[src/rtl/rgbhsv_pkg.sv]
// Shared types for the RGB to HSV converter.
package rgbhsv_pkg;

    typedef struct packed {
        logic valid;
        logic gray;
    } rgbhsv_ctl_t;

endpackage

[src/rtl/rgbhsv_front.sv]
// Front stage: max, min, hue sector and divider operands, one registered stage.
module rgbhsv_front #(
    parameter int CH_BITS = 8
) (
    input  logic                    clk,
    input  logic                    rst_n,
    input  logic                    valid_in,
    output logic                    ready_up,
    input  logic                    ready_in,
    input  logic [CH_BITS-1:0]      red,
    input  logic [CH_BITS-1:0]      green,
    input  logic [CH_BITS-1:0]      blue,
    input  logic [CH_BITS-1:0]      alpha,
    output rgbhsv_pkg::rgbhsv_ctl_t ctl_out,
    output logic [CH_BITS-1:0]      mx_out,
    output logic [CH_BITS-1:0]      alpha_out,
    output logic [CH_BITS+2:0]      hrem_out,
    output logic [CH_BITS+2:0]      hdiv_out,
    output logic [CH_BITS-1:0]      srem_out,
    output logic [CH_BITS-1:0]      sdiv_out,
    output logic [CH_BITS-1:0]      slow_out
);
    import rgbhsv_pkg::*;

    rgbhsv_ctl_t               ctl_reg;
    rgbhsv_ctl_t               ctl_next;
    logic [CH_BITS-1:0]        mx;
    logic [CH_BITS-1:0]        mn;
    logic [CH_BITS-1:0]        delta;
    logic [CH_BITS+2:0]        d6;
    logic signed [CH_BITS+3:0] n_raw;
    logic [CH_BITS+2:0]        n_wrap;
    logic [2*CH_BITS-1:0]      sat_num;
    logic [CH_BITS-1:0]        mx_reg;
    logic [CH_BITS-1:0]        alpha_reg;
    logic [CH_BITS+2:0]        hrem_reg;
    logic [CH_BITS+2:0]        hdiv_reg;
    logic [CH_BITS-1:0]        srem_reg;
    logic [CH_BITS-1:0]        sdiv_reg;
    logic [CH_BITS-1:0]        slow_reg;

    always_comb
    begin
        mx = red;
        if (green > mx)
        begin
            mx = green;
        end
        if (blue > mx)
        begin
            mx = blue;
        end
        mn = red;
        if (green < mn)
        begin
            mn = green;
        end
        if (blue < mn)
        begin
            mn = blue;
        end
        delta = mx - mn;
        d6 = {delta, 2'b00} + {1'b0, delta, 1'b0};

        // later channel wins ties: blue, then green, then red
        if (blue == mx)
        begin
            n_raw = $signed({2'b00, delta, 2'b00}) + $signed({4'b0000, red})
                  - $signed({4'b0000, green});
        end
        else if (green == mx)
        begin
            n_raw = $signed({3'b000, delta, 1'b0}) + $signed({4'b0000, blue})
                  - $signed({4'b0000, red});
        end
        else
        begin
            n_raw = $signed({4'b0000, green}) - $signed({4'b0000, blue});
        end

        if (n_raw < 0)
        begin
            n_wrap = n_raw[CH_BITS+2:0] + d6;
        end
        else
        begin
            n_wrap = n_raw[CH_BITS+2:0];
        end

        // delta * (2^C - 1)
        sat_num = {delta, {CH_BITS{1'b0}}} - {{CH_BITS{1'b0}}, delta};

        ctl_next.valid = valid_in;
        ctl_next.gray  = (delta == '0);
    end

    assign ready_up = !ctl_reg.valid || ready_in;

    always_ff @(posedge clk or negedge rst_n)
    begin
        if (!rst_n)
        begin
            ctl_reg <= '0;
        end
        else if (ready_up)
        begin
            ctl_reg <= ctl_next;
        end
    end

    always_ff @(posedge clk)
    begin
        if (ready_up && valid_in)
        begin
            mx_reg    <= mx;
            alpha_reg <= alpha;
            hrem_reg  <= n_wrap;
            // gray: divisor of one keeps the zero remainder at zero
            hdiv_reg  <= (delta == '0) ? {{(CH_BITS+2){1'b0}}, 1'b1} : d6;
            srem_reg  <= sat_num[2*CH_BITS-1:CH_BITS];
            slow_reg  <= sat_num[CH_BITS-1:0];
            // black: all-ones divisor forces a zero quotient
            sdiv_reg  <= (mx == '0) ? {CH_BITS{1'b1}} : mx;
        end
    end

    assign ctl_out   = ctl_reg;
    assign mx_out    = mx_reg;
    assign alpha_out = alpha_reg;
    assign hrem_out  = hrem_reg;
    assign hdiv_out  = hdiv_reg;
    assign srem_out  = srem_reg;
    assign sdiv_out  = sdiv_reg;
    assign slow_out  = slow_reg;

endmodule

[src/rtl/rgbhsv_cell.sv]
// Divider cell: one restoring step for hue (when DO_HUE) and one for saturation (when DO_SAT), registered.
module rgbhsv_cell #(
    parameter int CH_BITS  = 8,
    parameter int HUE_BITS = 16,
    parameter bit DO_HUE   = 1'b1,
    parameter bit DO_SAT   = 1'b1
) (
    input  logic                    clk,
    input  logic                    rst_n,
    output logic                    ready_up,
    input  logic                    ready_in,
    input  rgbhsv_pkg::rgbhsv_ctl_t ctl_in,
    input  logic [CH_BITS-1:0]      mx_in,
    input  logic [CH_BITS-1:0]      alpha_in,
    input  logic [CH_BITS+2:0]      hrem_in,
    input  logic [CH_BITS+2:0]      hdiv_in,
    input  logic [HUE_BITS-1:0]     hq_in,
    input  logic [CH_BITS-1:0]      srem_in,
    input  logic [CH_BITS-1:0]      sdiv_in,
    input  logic [CH_BITS-1:0]      slow_in,
    input  logic [CH_BITS-1:0]      sq_in,
    output rgbhsv_pkg::rgbhsv_ctl_t ctl_out,
    output logic [CH_BITS-1:0]      mx_out,
    output logic [CH_BITS-1:0]      alpha_out,
    output logic [CH_BITS+2:0]      hrem_out,
    output logic [CH_BITS+2:0]      hdiv_out,
    output logic [HUE_BITS-1:0]     hq_out,
    output logic [CH_BITS-1:0]      srem_out,
    output logic [CH_BITS-1:0]      sdiv_out,
    output logic [CH_BITS-1:0]      slow_out,
    output logic [CH_BITS-1:0]      sq_out
);
    import rgbhsv_pkg::*;

    rgbhsv_ctl_t          ctl_reg;
    logic [CH_BITS+3:0]   h_trial;
    logic                 h_ge;
    logic [CH_BITS+3:0]   h_diff;
    logic [CH_BITS:0]     s_trial;
    logic                 s_ge;
    logic [CH_BITS:0]     s_diff;
    logic [CH_BITS+2:0]   hrem_next;
    logic [HUE_BITS-1:0]  hq_next;
    logic [CH_BITS-1:0]   srem_next;
    logic [CH_BITS-1:0]   slow_next;
    logic [CH_BITS-1:0]   sq_next;
    logic [CH_BITS-1:0]   mx_reg;
    logic [CH_BITS-1:0]   alpha_reg;
    logic [CH_BITS+2:0]   hrem_reg;
    logic [CH_BITS+2:0]   hdiv_reg;
    logic [HUE_BITS-1:0]  hq_reg;
    logic [CH_BITS-1:0]   srem_reg;
    logic [CH_BITS-1:0]   sdiv_reg;
    logic [CH_BITS-1:0]   slow_reg;
    logic [CH_BITS-1:0]   sq_reg;

    always_comb
    begin
        h_trial = {hrem_in, 1'b0};
        h_ge    = (h_trial >= {1'b0, hdiv_in});
        h_diff  = h_trial - {1'b0, hdiv_in};
        s_trial = {srem_in, slow_in[CH_BITS-1]};
        s_ge    = (s_trial >= {1'b0, sdiv_in});
        s_diff  = s_trial - {1'b0, sdiv_in};

        hrem_next = hrem_in;
        hq_next   = hq_in;
        if (DO_HUE)
        begin
            hrem_next = h_ge ? h_diff[CH_BITS+2:0] : h_trial[CH_BITS+2:0];
            hq_next   = {hq_in[HUE_BITS-2:0], h_ge};
        end

        srem_next = srem_in;
        slow_next = slow_in;
        sq_next   = sq_in;
        if (DO_SAT)
        begin
            srem_next = s_ge ? s_diff[CH_BITS-1:0] : s_trial[CH_BITS-1:0];
            slow_next = {slow_in[CH_BITS-2:0], 1'b0};
            sq_next   = {sq_in[CH_BITS-2:0], s_ge};
        end
    end

    assign ready_up = !ctl_reg.valid || ready_in;

    always_ff @(posedge clk or negedge rst_n)
    begin
        if (!rst_n)
        begin
            ctl_reg <= '0;
        end
        else if (ready_up)
        begin
            ctl_reg <= ctl_in;
        end
    end

    always_ff @(posedge clk)
    begin
        if (ready_up && ctl_in.valid)
        begin
            mx_reg    <= mx_in;
            alpha_reg <= alpha_in;
            hrem_reg  <= hrem_next;
            hdiv_reg  <= hdiv_in;
            hq_reg    <= hq_next;
            srem_reg  <= srem_next;
            sdiv_reg  <= sdiv_in;
            slow_reg  <= slow_next;
            sq_reg    <= sq_next;
        end
    end

    assign ctl_out   = ctl_reg;
    assign mx_out    = mx_reg;
    assign alpha_out = alpha_reg;
    assign hrem_out  = hrem_reg;
    assign hdiv_out  = hdiv_reg;
    assign hq_out    = hq_reg;
    assign srem_out  = srem_reg;
    assign sdiv_out  = sdiv_reg;
    assign slow_out  = slow_reg;
    assign sq_out    = sq_reg;

endmodule

[src/rtl/rgb_to_hsv_convert.sv]
// RGB to HSV converter top level: front stage and a chain of divider cells.
//
//   port group   dir   payload                                      handshake
//   input item   in    red, green, blue, alpha                      in_valid / in_stall
//   result item  out   hue, saturation, brightness, alpha_out, gray out_valid / out_stall
//
// One item per clock sustained while out_stall is low. The pipeline is one front
// stage, then one divider cell per quotient bit.
// rst_n clears every stage valid bit; data registers are not reset.
// Stages that hold no item fill while downstream stalls; in_stall rises only when
// every stage is full and out_stall is high.
module rgb_to_hsv_convert #(
    parameter int CHANNEL_BITS = 8,
    parameter int HUE_BITS     = 16
) (
    input  logic                    clk,
    input  logic                    rst_n,
    input  logic                    in_valid,
    output logic                    in_stall,
    input  logic [CHANNEL_BITS-1:0] red,
    input  logic [CHANNEL_BITS-1:0] green,
    input  logic [CHANNEL_BITS-1:0] blue,
    input  logic [CHANNEL_BITS-1:0] alpha,
    output logic                    out_valid,
    input  logic                    out_stall,
    output logic [HUE_BITS-1:0]     hue,
    output logic [CHANNEL_BITS-1:0] saturation,
    output logic [CHANNEL_BITS-1:0] brightness,
    output logic [CHANNEL_BITS-1:0] alpha_out,
    output logic                    gray
);
    import rgbhsv_pkg::*;

    localparam int Stages = (HUE_BITS > CHANNEL_BITS) ? HUE_BITS : CHANNEL_BITS;

    rgbhsv_ctl_t               ctl_c   [Stages+1];
    logic [CHANNEL_BITS-1:0]   mx_c    [Stages+1];
    logic [CHANNEL_BITS-1:0]   alpha_c [Stages+1];
    logic [CHANNEL_BITS+2:0]   hrem_c  [Stages+1];
    logic [CHANNEL_BITS+2:0]   hdiv_c  [Stages+1];
    logic [HUE_BITS-1:0]       hq_c    [Stages+1];
    logic [CHANNEL_BITS-1:0]   srem_c  [Stages+1];
    logic [CHANNEL_BITS-1:0]   sdiv_c  [Stages+1];
    logic [CHANNEL_BITS-1:0]   slow_c  [Stages+1];
    logic [CHANNEL_BITS-1:0]   sq_c    [Stages+1];
    logic                      rdy_c   [Stages+1];
    logic                      front_ready;

    rgbhsv_front #(
        .CH_BITS(CHANNEL_BITS)
    ) u_front (
        .clk       (clk),
        .rst_n     (rst_n),
        .valid_in  (in_valid),
        .ready_up  (front_ready),
        .ready_in  (rdy_c[0]),
        .red       (red),
        .green     (green),
        .blue      (blue),
        .alpha     (alpha),
        .ctl_out   (ctl_c[0]),
        .mx_out    (mx_c[0]),
        .alpha_out (alpha_c[0]),
        .hrem_out  (hrem_c[0]),
        .hdiv_out  (hdiv_c[0]),
        .srem_out  (srem_c[0]),
        .sdiv_out  (sdiv_c[0]),
        .slow_out  (slow_c[0])
    );

    assign hq_c[0]        = '0;
    assign sq_c[0]        = '0;
    assign rdy_c[Stages]  = !out_stall;
    assign in_stall       = !front_ready;

    for (genvar i = 0; i < Stages; i++)
    begin : g_cell
        rgbhsv_cell #(
            .CH_BITS (CHANNEL_BITS),
            .HUE_BITS(HUE_BITS),
            .DO_HUE  (i < HUE_BITS),
            .DO_SAT  (i < CHANNEL_BITS)
        ) u_cell (
            .clk       (clk),
            .rst_n     (rst_n),
            .ready_up  (rdy_c[i]),
            .ready_in  (rdy_c[i+1]),
            .ctl_in    (ctl_c[i]),
            .mx_in     (mx_c[i]),
            .alpha_in  (alpha_c[i]),
            .hrem_in   (hrem_c[i]),
            .hdiv_in   (hdiv_c[i]),
            .hq_in     (hq_c[i]),
            .srem_in   (srem_c[i]),
            .sdiv_in   (sdiv_c[i]),
            .slow_in   (slow_c[i]),
            .sq_in     (sq_c[i]),
            .ctl_out   (ctl_c[i+1]),
            .mx_out    (mx_c[i+1]),
            .alpha_out (alpha_c[i+1]),
            .hrem_out  (hrem_c[i+1]),
            .hdiv_out  (hdiv_c[i+1]),
            .hq_out    (hq_c[i+1]),
            .srem_out  (srem_c[i+1]),
            .sdiv_out  (sdiv_c[i+1]),
            .slow_out  (slow_c[i+1]),
            .sq_out    (sq_c[i+1])
        );
    end

    assign out_valid  = ctl_c[Stages].valid;
    assign gray       = ctl_c[Stages].gray;
    assign hue        = hq_c[Stages];
    assign saturation = sq_c[Stages];
    assign brightness = mx_c[Stages];
    assign alpha_out  = alpha_c[Stages];

    a_gray_hue_zero : assert property (@(posedge clk) disable iff (!rst_n)
        out_valid && gray |-> hue == '0)
        else $error("gray item with nonzero hue");

    a_black_sat_zero : assert property (@(posedge clk) disable iff (!rst_n)
        out_valid && brightness == '0 |-> saturation == '0 && gray)
        else $error("black item with nonzero saturation or not gray");

    a_color_sat_nonzero : assert property (@(posedge clk) disable iff (!rst_n)
        out_valid && !gray |-> saturation != '0 && brightness != '0)
        else $error("colored item with zero saturation");

    a_stall_full : assert property (@(posedge clk) disable iff (!rst_n)
        in_stall |-> out_valid && out_stall)
        else $error("input stalled while output side can drain");

endmodule
[config.mk]
export PLATFORM = sky130hd
export DESIGN_NAME = rgb_to_hsv_convert
export DESIGN_NICKNAME = d
export VERILOG_FILES = /design/src/rtl/rgbhsv_pkg.sv /design/src/rtl/rgbhsv_front.sv /design/src/rtl/rgbhsv_cell.sv /design/src/rtl/rgb_to_hsv_convert.sv
export SDC_FILE = /design/constraint.sdc
export NUM_CORES = 2
export LEC_CHECK = 0
export BUFFER_PORTS_ARGS = -buffer_cell sky130_fd_sc_hd__buf_2
export CAP_MARGIN = 30
export CORE_ASPECT_RATIO = 0.9
export CORE_MARGIN = 1.5
export CORE_UTILIZATION = 36
export CTS_CLUSTER_SIZE = 24
export DETAILED_ROUTE_END_ITERATION = 6
export PLACE_DENSITY_LB_ADDON = 0.3
export SYNTH_ARGS = -nofsm -noshare
export SYNTH_HDL_FRONTEND = slang
export SYNTH_SLANG_ARGS = --single-unit
[constraint.sdc]
create_clock -name clk -period 5.4 [get_ports clk]
set_clock_uncertainty 0.2 [all_clocks]
set_input_delay 0.54 -clock clk [delete_from_list [all_inputs] [get_ports clk]]
set_output_delay 0.54 -clock clk [all_outputs]
set_load 0.02 [all_outputs]
# == After elaboration in Yosys (flattened, before gate mapping) ==
# Cells that the tools add are included.
# totals
regBits,1058
latchBits,0
mem_bits_rw,0
mem_bits_ro,0
output_inout_bits,43
memories,0
# classes
add_sub_neg,31
mul,0
div,0
order_cmp,29
n_eq_ne,2
shifts,0
mux,29
n_bitwise,0
reduce_logical,55
# op_table
operator,count
$ge A12 B11 Y1,16
$mux W11,16
$sub A11 B11 Y11,15
$mux W8,11
$ge A9 B8 Y1,8
$sub A8 B8 Y8,8
$mux W12,2
$sub A12 B9 Y12,2
$logic_not A1 Y1,19
$logic_and A1 B1 Y1,17
$logic_or A1 B1 Y1,17
$eq A8 B8 Y1,2
$gt A8 B8 Y1,2
$logic_not A8 Y1,2
$lt A8 B8 Y1,2
$sub A16 B8 Y16,1
$lt A12 B1 Y1 const B,1
$add A10 B8 Y11,1
$add A10 B9 Y11,1
$add A11 B11 Y11,1
$add A9 B8 Y10,1
$sub A8 B8 Y9,1

# == Longest topological paths before layout ==
# depth
word_depth,19
ltp_mapped,45
ltp_nobuf,43

# == By module ==
# From an unflattened synthesis, not the netlist that was laid out.
# hier_totals
hier_cells,4279
area_unflattened_um2,64330.4
# modules_own_cells
module,instances,cells_per_inst,area_each_um2,seq_area_each_um2
rgbhsv_cell (g_cell[10].u_cell ...),8,191,3404.5,2632.5
rgbhsv_cell (g_cell[1].u_cell ...),4,257,3794.9,2602.5
rgbhsv_cell (g_cell[0].u_cell ...),3,244,3744.8,2602.5
rgbhsv_front,1,733,6811.5,1911.8
rgbhsv_cell (g_cell[4].u_cell),1,255,3857.4,2602.5
rgb_to_hsv_convert,1,3,11.3,0.0

# == Worst setup path after synthesis ==
# OpenSTA, ideal clock, no wires.
# synth_timing
path_type,input port to flip-flop
from,input port red[7]
to,"register u_front.hrem_reg[10], in the netlist u_front.hrem_out[10], data pin"
setup_time_ns,0.270
t_arrival_ns,8.340
required_ns,4.930
slack_ns,-3.410
stages,41
n_path_buf,3
path_cell_list,inv_1 > ha_1 > nand2_1 > o21ai_2 > inv_1 > nand2_2 > buf_1 > nor2_1 > a21oi_1 > ha_1 > a41o_1 > a211oi_2 > nand3_1 > o211a_1 > buf_2 > clkbuf_1 > o21ai_0 > ha_1 > [5 not listed] > a21oi_1 > xnor2_1 > ha_1 > a21o_1 > a31oi_1 > xnor2_1 > ha_1 > a21oi_1 > o21ai_0 > xnor2_1 > a211o_1 > a21oi_1 > a21oi_1 > ha_1 > a21oi_1 > xor2_1 > o31ai_1 > xor2_1
# synth_via
elab_chain_len,11
word_cells_on_any_way,21
classes_between,7 x add/sub; 5 x order compare; 2 x eq/ne; 7 x mux
# synth_lines
item,line_no,source
"start, declared",rgb_to_hsv_convert.sv:20,"input logic [CHANNEL_BITS-1:0] red,"
$gt A8 B8 Y1 / $lt A8 B8 Y1 (equally long branches),"rgbhsv_front.sv:45, rgbhsv_front.sv:54",
"$mux W8, on equally long branches","rgbhsv_front.sv:45, rgbhsv_front.sv:54",
$gt A8 B8 Y1 / $lt A8 B8 Y1 (equally long branches),"rgbhsv_front.sv:49, rgbhsv_front.sv:58",
"$mux W8, on equally long branches","rgbhsv_front.sv:49, rgbhsv_front.sv:58",
$sub A8 B8 Y8,rgbhsv_front.sv:62,delta = mx - mn;
$add A9 B8 Y10,rgbhsv_front.sv:73,"n_raw = $signed({3'b000, delta, 1'b0}) + $signed({4'b0000, blue})"
$sub A12 B9 Y12,rgbhsv_front.sv:74,"- $signed({4'b0000, red});"
$mux W12,rgbhsv_front.sv:71,else if (green == mx)
$mux W12,rgbhsv_front.sv:66,if (blue == mx)
$add A11 B11 Y11 / $lt A12 B1 Y1 (equally long branches),"rgbhsv_front.sv:83, rgbhsv_front.sv:81",
$mux W11 (*),rgbhsv_front.sv:81,if (n_raw < 0)
named net u_front.n_wrap[10],rgbhsv_front.sv:32,logic [CH_BITS+2:0] n_wrap;
"end signal, assigned",rgbhsv_front.sv:117,hrem_reg <= n_wrap;
"end, declared",rgbhsv_front.sv:36,logic [CH_BITS+2:0] hrem_reg;
# Mark *: on every way through the listed nets, which the timed path passes. The rest lies on a longest branch.
# A chain may end at the register's enable or synchronous reset.

# == Worst setup path in the final report ==
# layout_timing
from,input port green[0]
to,"register u_front.hrem_reg[10], in the netlist u_front.hrem_out[10], data pin"
# layout_via
elab_chain_len,11
word_cells_on_any_way,22
classes_between,8 x add/sub; 5 x order compare; 2 x eq/ne; 7 x mux
# layout_lines
item,line_no,source
"start, declared",rgb_to_hsv_convert.sv:21,"input logic [CHANNEL_BITS-1:0] green,"
$gt A8 B8 Y1 / $lt A8 B8 Y1 (equally long branches),"rgbhsv_front.sv:45, rgbhsv_front.sv:54",
"$mux W8, on equally long branches","rgbhsv_front.sv:45, rgbhsv_front.sv:54",
$gt A8 B8 Y1 / $lt A8 B8 Y1 (equally long branches),"rgbhsv_front.sv:49, rgbhsv_front.sv:58",
"$mux W8, on equally long branches","rgbhsv_front.sv:49, rgbhsv_front.sv:58",
$sub A8 B8 Y8,rgbhsv_front.sv:62,
$add A9 B8 Y10,rgbhsv_front.sv:73,
$sub A12 B9 Y12,rgbhsv_front.sv:74,
$mux W12,rgbhsv_front.sv:71,
$mux W12,rgbhsv_front.sv:66,
$add A11 B11 Y11 / $lt A12 B1 Y1 (equally long branches),"rgbhsv_front.sv:83, rgbhsv_front.sv:81",
$mux W11 (*),rgbhsv_front.sv:81,
named net u_front.n_wrap[10],rgbhsv_front.sv:32,
# Marks and branches as above.

==> impl_metrics.yaml <==
global_routing:
  first_global_vias: 28300
  grt_pass1_wl_mm: 142
  antenna_found_initial: 0
  grt_usage_pct: 12.8
  grt_max_degree: 70
  grt_overflow: 0
route:
  wl_per_cell_um: 14.9
  drc: 0
  drtPass1Iterations: 5
  drtIter0Drc: 1329
  num_vias: 28100
  antenna_left: 0
  highest_layer: "met4"
  wl_met1_mm: 39.1
  routed_via_density: 4.70
  met2_length_mm: 43.4
  drt_wl_total_mm: 88.9
  wl_met3_mm: 3.28
sta:
  rsz0062_at_grt: "true"
  finalSetupTns_ns: -29.55
  final-setup-viol-count: 32
  fmax_ghz: 0.133
  relSlewSlack_pct: 39.9
  period_share_pct: 139
  fin_crit_ns: 7.52
  worst_slew_pin_slew_ns: 0.901
  hold_violations: 0
  hold_ws_ns: 0.198
  setup_slack_ns: -2.12
  maxSlewViolCount: 0
synth:
  async_flop_share_pct: 3.21
  syn_area_per_cell_um2: 13.4
  syn_nets: 4033
  syn_area_mm2: 0.0485
  ys_seq_elements: 1058
  synth_edf_count: 1024
  synth_top_flop_cell: "edfxtp_1"
  synth.distinct_cells: 80
  synthCells: 3632
  yosysWarnings: 0
  ys_seq_area_share_pct: 65.1
floorplan:
  fp.dieH_um: 351
  num_rows: 127
  die_w_um: 390
  fp.coreArea_mm2: 0.133
  dieArea_mm2: 0.137
  start_util_pct: 36.3
  num_io_pins: 79
critical_path:
  crit_top_cell: "a21o_1"
  arrival_ns: 7.74
  setup.worst_path.end_class: "flop"
  reg2reg_to: "g_cell[0].u_cell.srem_out[6]"
  critical_path_class: "primary input to flop"
  cp_top_family: "compound AO/OA/AOI/OAI gates"
  cpMaxStageDelayCell: "fa_2"
  cp-start-kind: "primary input"
  path_depth: 40
  critPathRequiredTime_ns: 5.62
  crit_path_max_fanout: 6
  rrSetupSlack_ns: 1.72
  ff2ff_path_depth: 14
  reg2reg_from: "u_front.sdiv_out[1]"
  critPathBufInv: 5
  crit_path_max_incr_delay_ns: 0.58
job:
  cap_violations: 0
cts:
  htree_levels: 3
  clk_latency_ns: 0.69
  cts_tree: "built"
  cts_buffer_depth: 3
  cts.clk_slew.worst_paths_ns: 0.06
  cts_root_buf: "clkbuf_16"
  cts_buffers: 111
  cts_sinks: 1058
finish:
  final_area_mm2: 0.0588
  final_cells: 5984
  antenna_cells: 0
  area_growth_pct: 21.3
  layout.nets: 4553
  drive_gt1_share_pct: 20.2
outcome:
  violations: "setup timing"
  status: "complete, but fails checks"
placed_design:
  place_inst: 5681
  place_area_mm2: 0.0534
  port_buffers: 78
  hpwl_mm: 64.4
  dpl_worst_slack_ns: -3.00
  gp_congestion: 0.869
power:
  ir_drop_mv: 1.17
  power_density_mw_per_mm2: 705
  power.leakage_nw: 23.7
min_path:
  min_from: "g_cell[5].u_cell.sq_out[4]"
  worstHoldPathCells: 0
  holdCritPathClass: "flop to flop"
  worst_hold_path.endpoint: "g_cell[6].u_cell.sq_out[5]"
logic make-up after synthesis:
logic type | count (synthesis) | synth area share (%)
adders and majority gates | 365 | 9.88
AOI/OAI and AO/OA | 707 | 9.28
DFF | 1058 | 65.1
buffers and inverters | 491 | 3.89
and+or+nand+nor | 830 | 8.34
xor gates and xnor gates | 146 | 2.64
muxes | 35 | 0.843
stage by stage:
step	power, mW	utilization (%)
after floorplan	24.7	-
final	41.5	44.1
after CTS	39.9	43.3
after global routing	44.4	44.1
after detailed placement	30.8	40.0
after global placement	30.6	40.0
cell usage after synthesis (all sizes together) (2+ instances only):
cell type,instances,area share [%]
a21boi,47,0.73
a21oi,102,1.1
clkbuf,44,0.34
xnor2,81,1.5
a211oi,6,0.11
o211a,24,0.50
o211ai,8,0.18
nor2,171,1.4
a41o,2,0.041
or3,3,0.039
nor3,8,0.083
dfrtp,34,1.8
o2111ai,2,0.036
a211o,6,0.11
nor4,5,0.10
xor2,65,1.2
o31ai,107,1.7
ha,335,8.6
nand2b,74,0.95
edfxtp,1024,63
a2111oi,4,0.11
nand4,55,0.74
o21a,3,0.046
and3,9,0.12
nor2b,65,0.85
buf,15,0.20
or4,22,0.34
a21o,75,1.2
and4,2,0.036
and2,71,0.92
o21bai,14,0.22
a31oi,3,0.052
inv,431,3.3
mux2,19,0.49
nand3,21,0.22
mux2i,15,0.31
or2,4,0.052
o22ai,2,0.039
o21ai,295,3.1
nand2,315,2.4
fa,30,1.2
repair_timing:
action	CTS	global route
pin swaps	94	110
setup endpoints to repair	32	33
hold endpoints to repair	46	0
gates cloned	1	0
hold buffers	11	0
buffers inserted	52	40
resized for setup	87	149
area by class of cell:
class,count,area (µm²)
Clock buffer,128,2840
Clock inverter,76,724
Fill cell,12000,74700
Inverter,432,1650
Multi-Input combinational cell,2084,16300
Sequential cell,1058,31600
Tap cell,1741,2180
Timing Repair Buffer,465,3520
cells in the final DEF, fill, tap and decap left out, types with 22 or more instances in the layout:
master     instances
inv_1            409
or4_1             22
o21ai_0          257
nand4_1           54
o31ai_1          106
a21o_1            74
a21oi_1           59
nor2_1           156
clkinv_2          23
fa_1              28
a21boi_0          45
buf_4            337
edfxtp_1        1024
buf_6             37
clkinv_1          32
clkbuf_16        111
xnor2_1           71
dfrtp_1           34
o211a_1           22
a21oi_2           36
xor2_1            60
and2_1            55
nand2_1          306
ha_1             302
nor2b_1           59
nand2b_1          74
buf_2             75
ha_4              31
power breakdown:
group          internal (mW)  switching (mW)  leakage [nW]
clock                   4.25            3.09          1.73
sequential              12.4           0.888          10.4
combinational           10.5            10.4          11.6
total                   27.1            14.3          23.7
how the worst max path moves through the flow:
stage | startpoint | to | slack (ns)
after floorplan | green[1] | u_front.hrem_out[10] | -2.65
after global placement | red[1] | u_front.hrem_out[10] | -2.92
after detailed placement | red[1] | u_front.hrem_out[10] | -3.00
after CTS | red[1] | u_front.hrem_out[10] | -1.89
after global routing | red[0] | u_front.hrem_out[10] | -2.43
final | green[0] | u_front.hrem_out[10] | -2.12
metal layers:
layer | vias to the layer above | GRT usage [%]
li1 | 14100 | -
met1 | 13400 | 15.6
met2 | 383 | 22.6
met3 | 182 | 2.35
met4 | 0 | 4.79
met5 | - | 0
state kept, by name, indices dropped and copies added, names as in the netlist, 11 cells and up:
signal,cells
g_cell.u_cell.srem_out,56
g_cell.u_cell.hdiv_out,165
g_cell.u_cell.hq_out,136
g_cell.u_cell.ctl_out,32
u_front.hrem_out,11
u_front.hdiv_out,11
g_cell.u_cell.mx_out,128
g_cell.u_cell.hrem_out,165
g_cell.u_cell.alpha_out,128
g_cell.u_cell.slow_out,28
g_cell.u_cell.sq_out,100
g_cell.u_cell.sdiv_out,56
No activity file was read; power rests on OpenSTA's default activity.
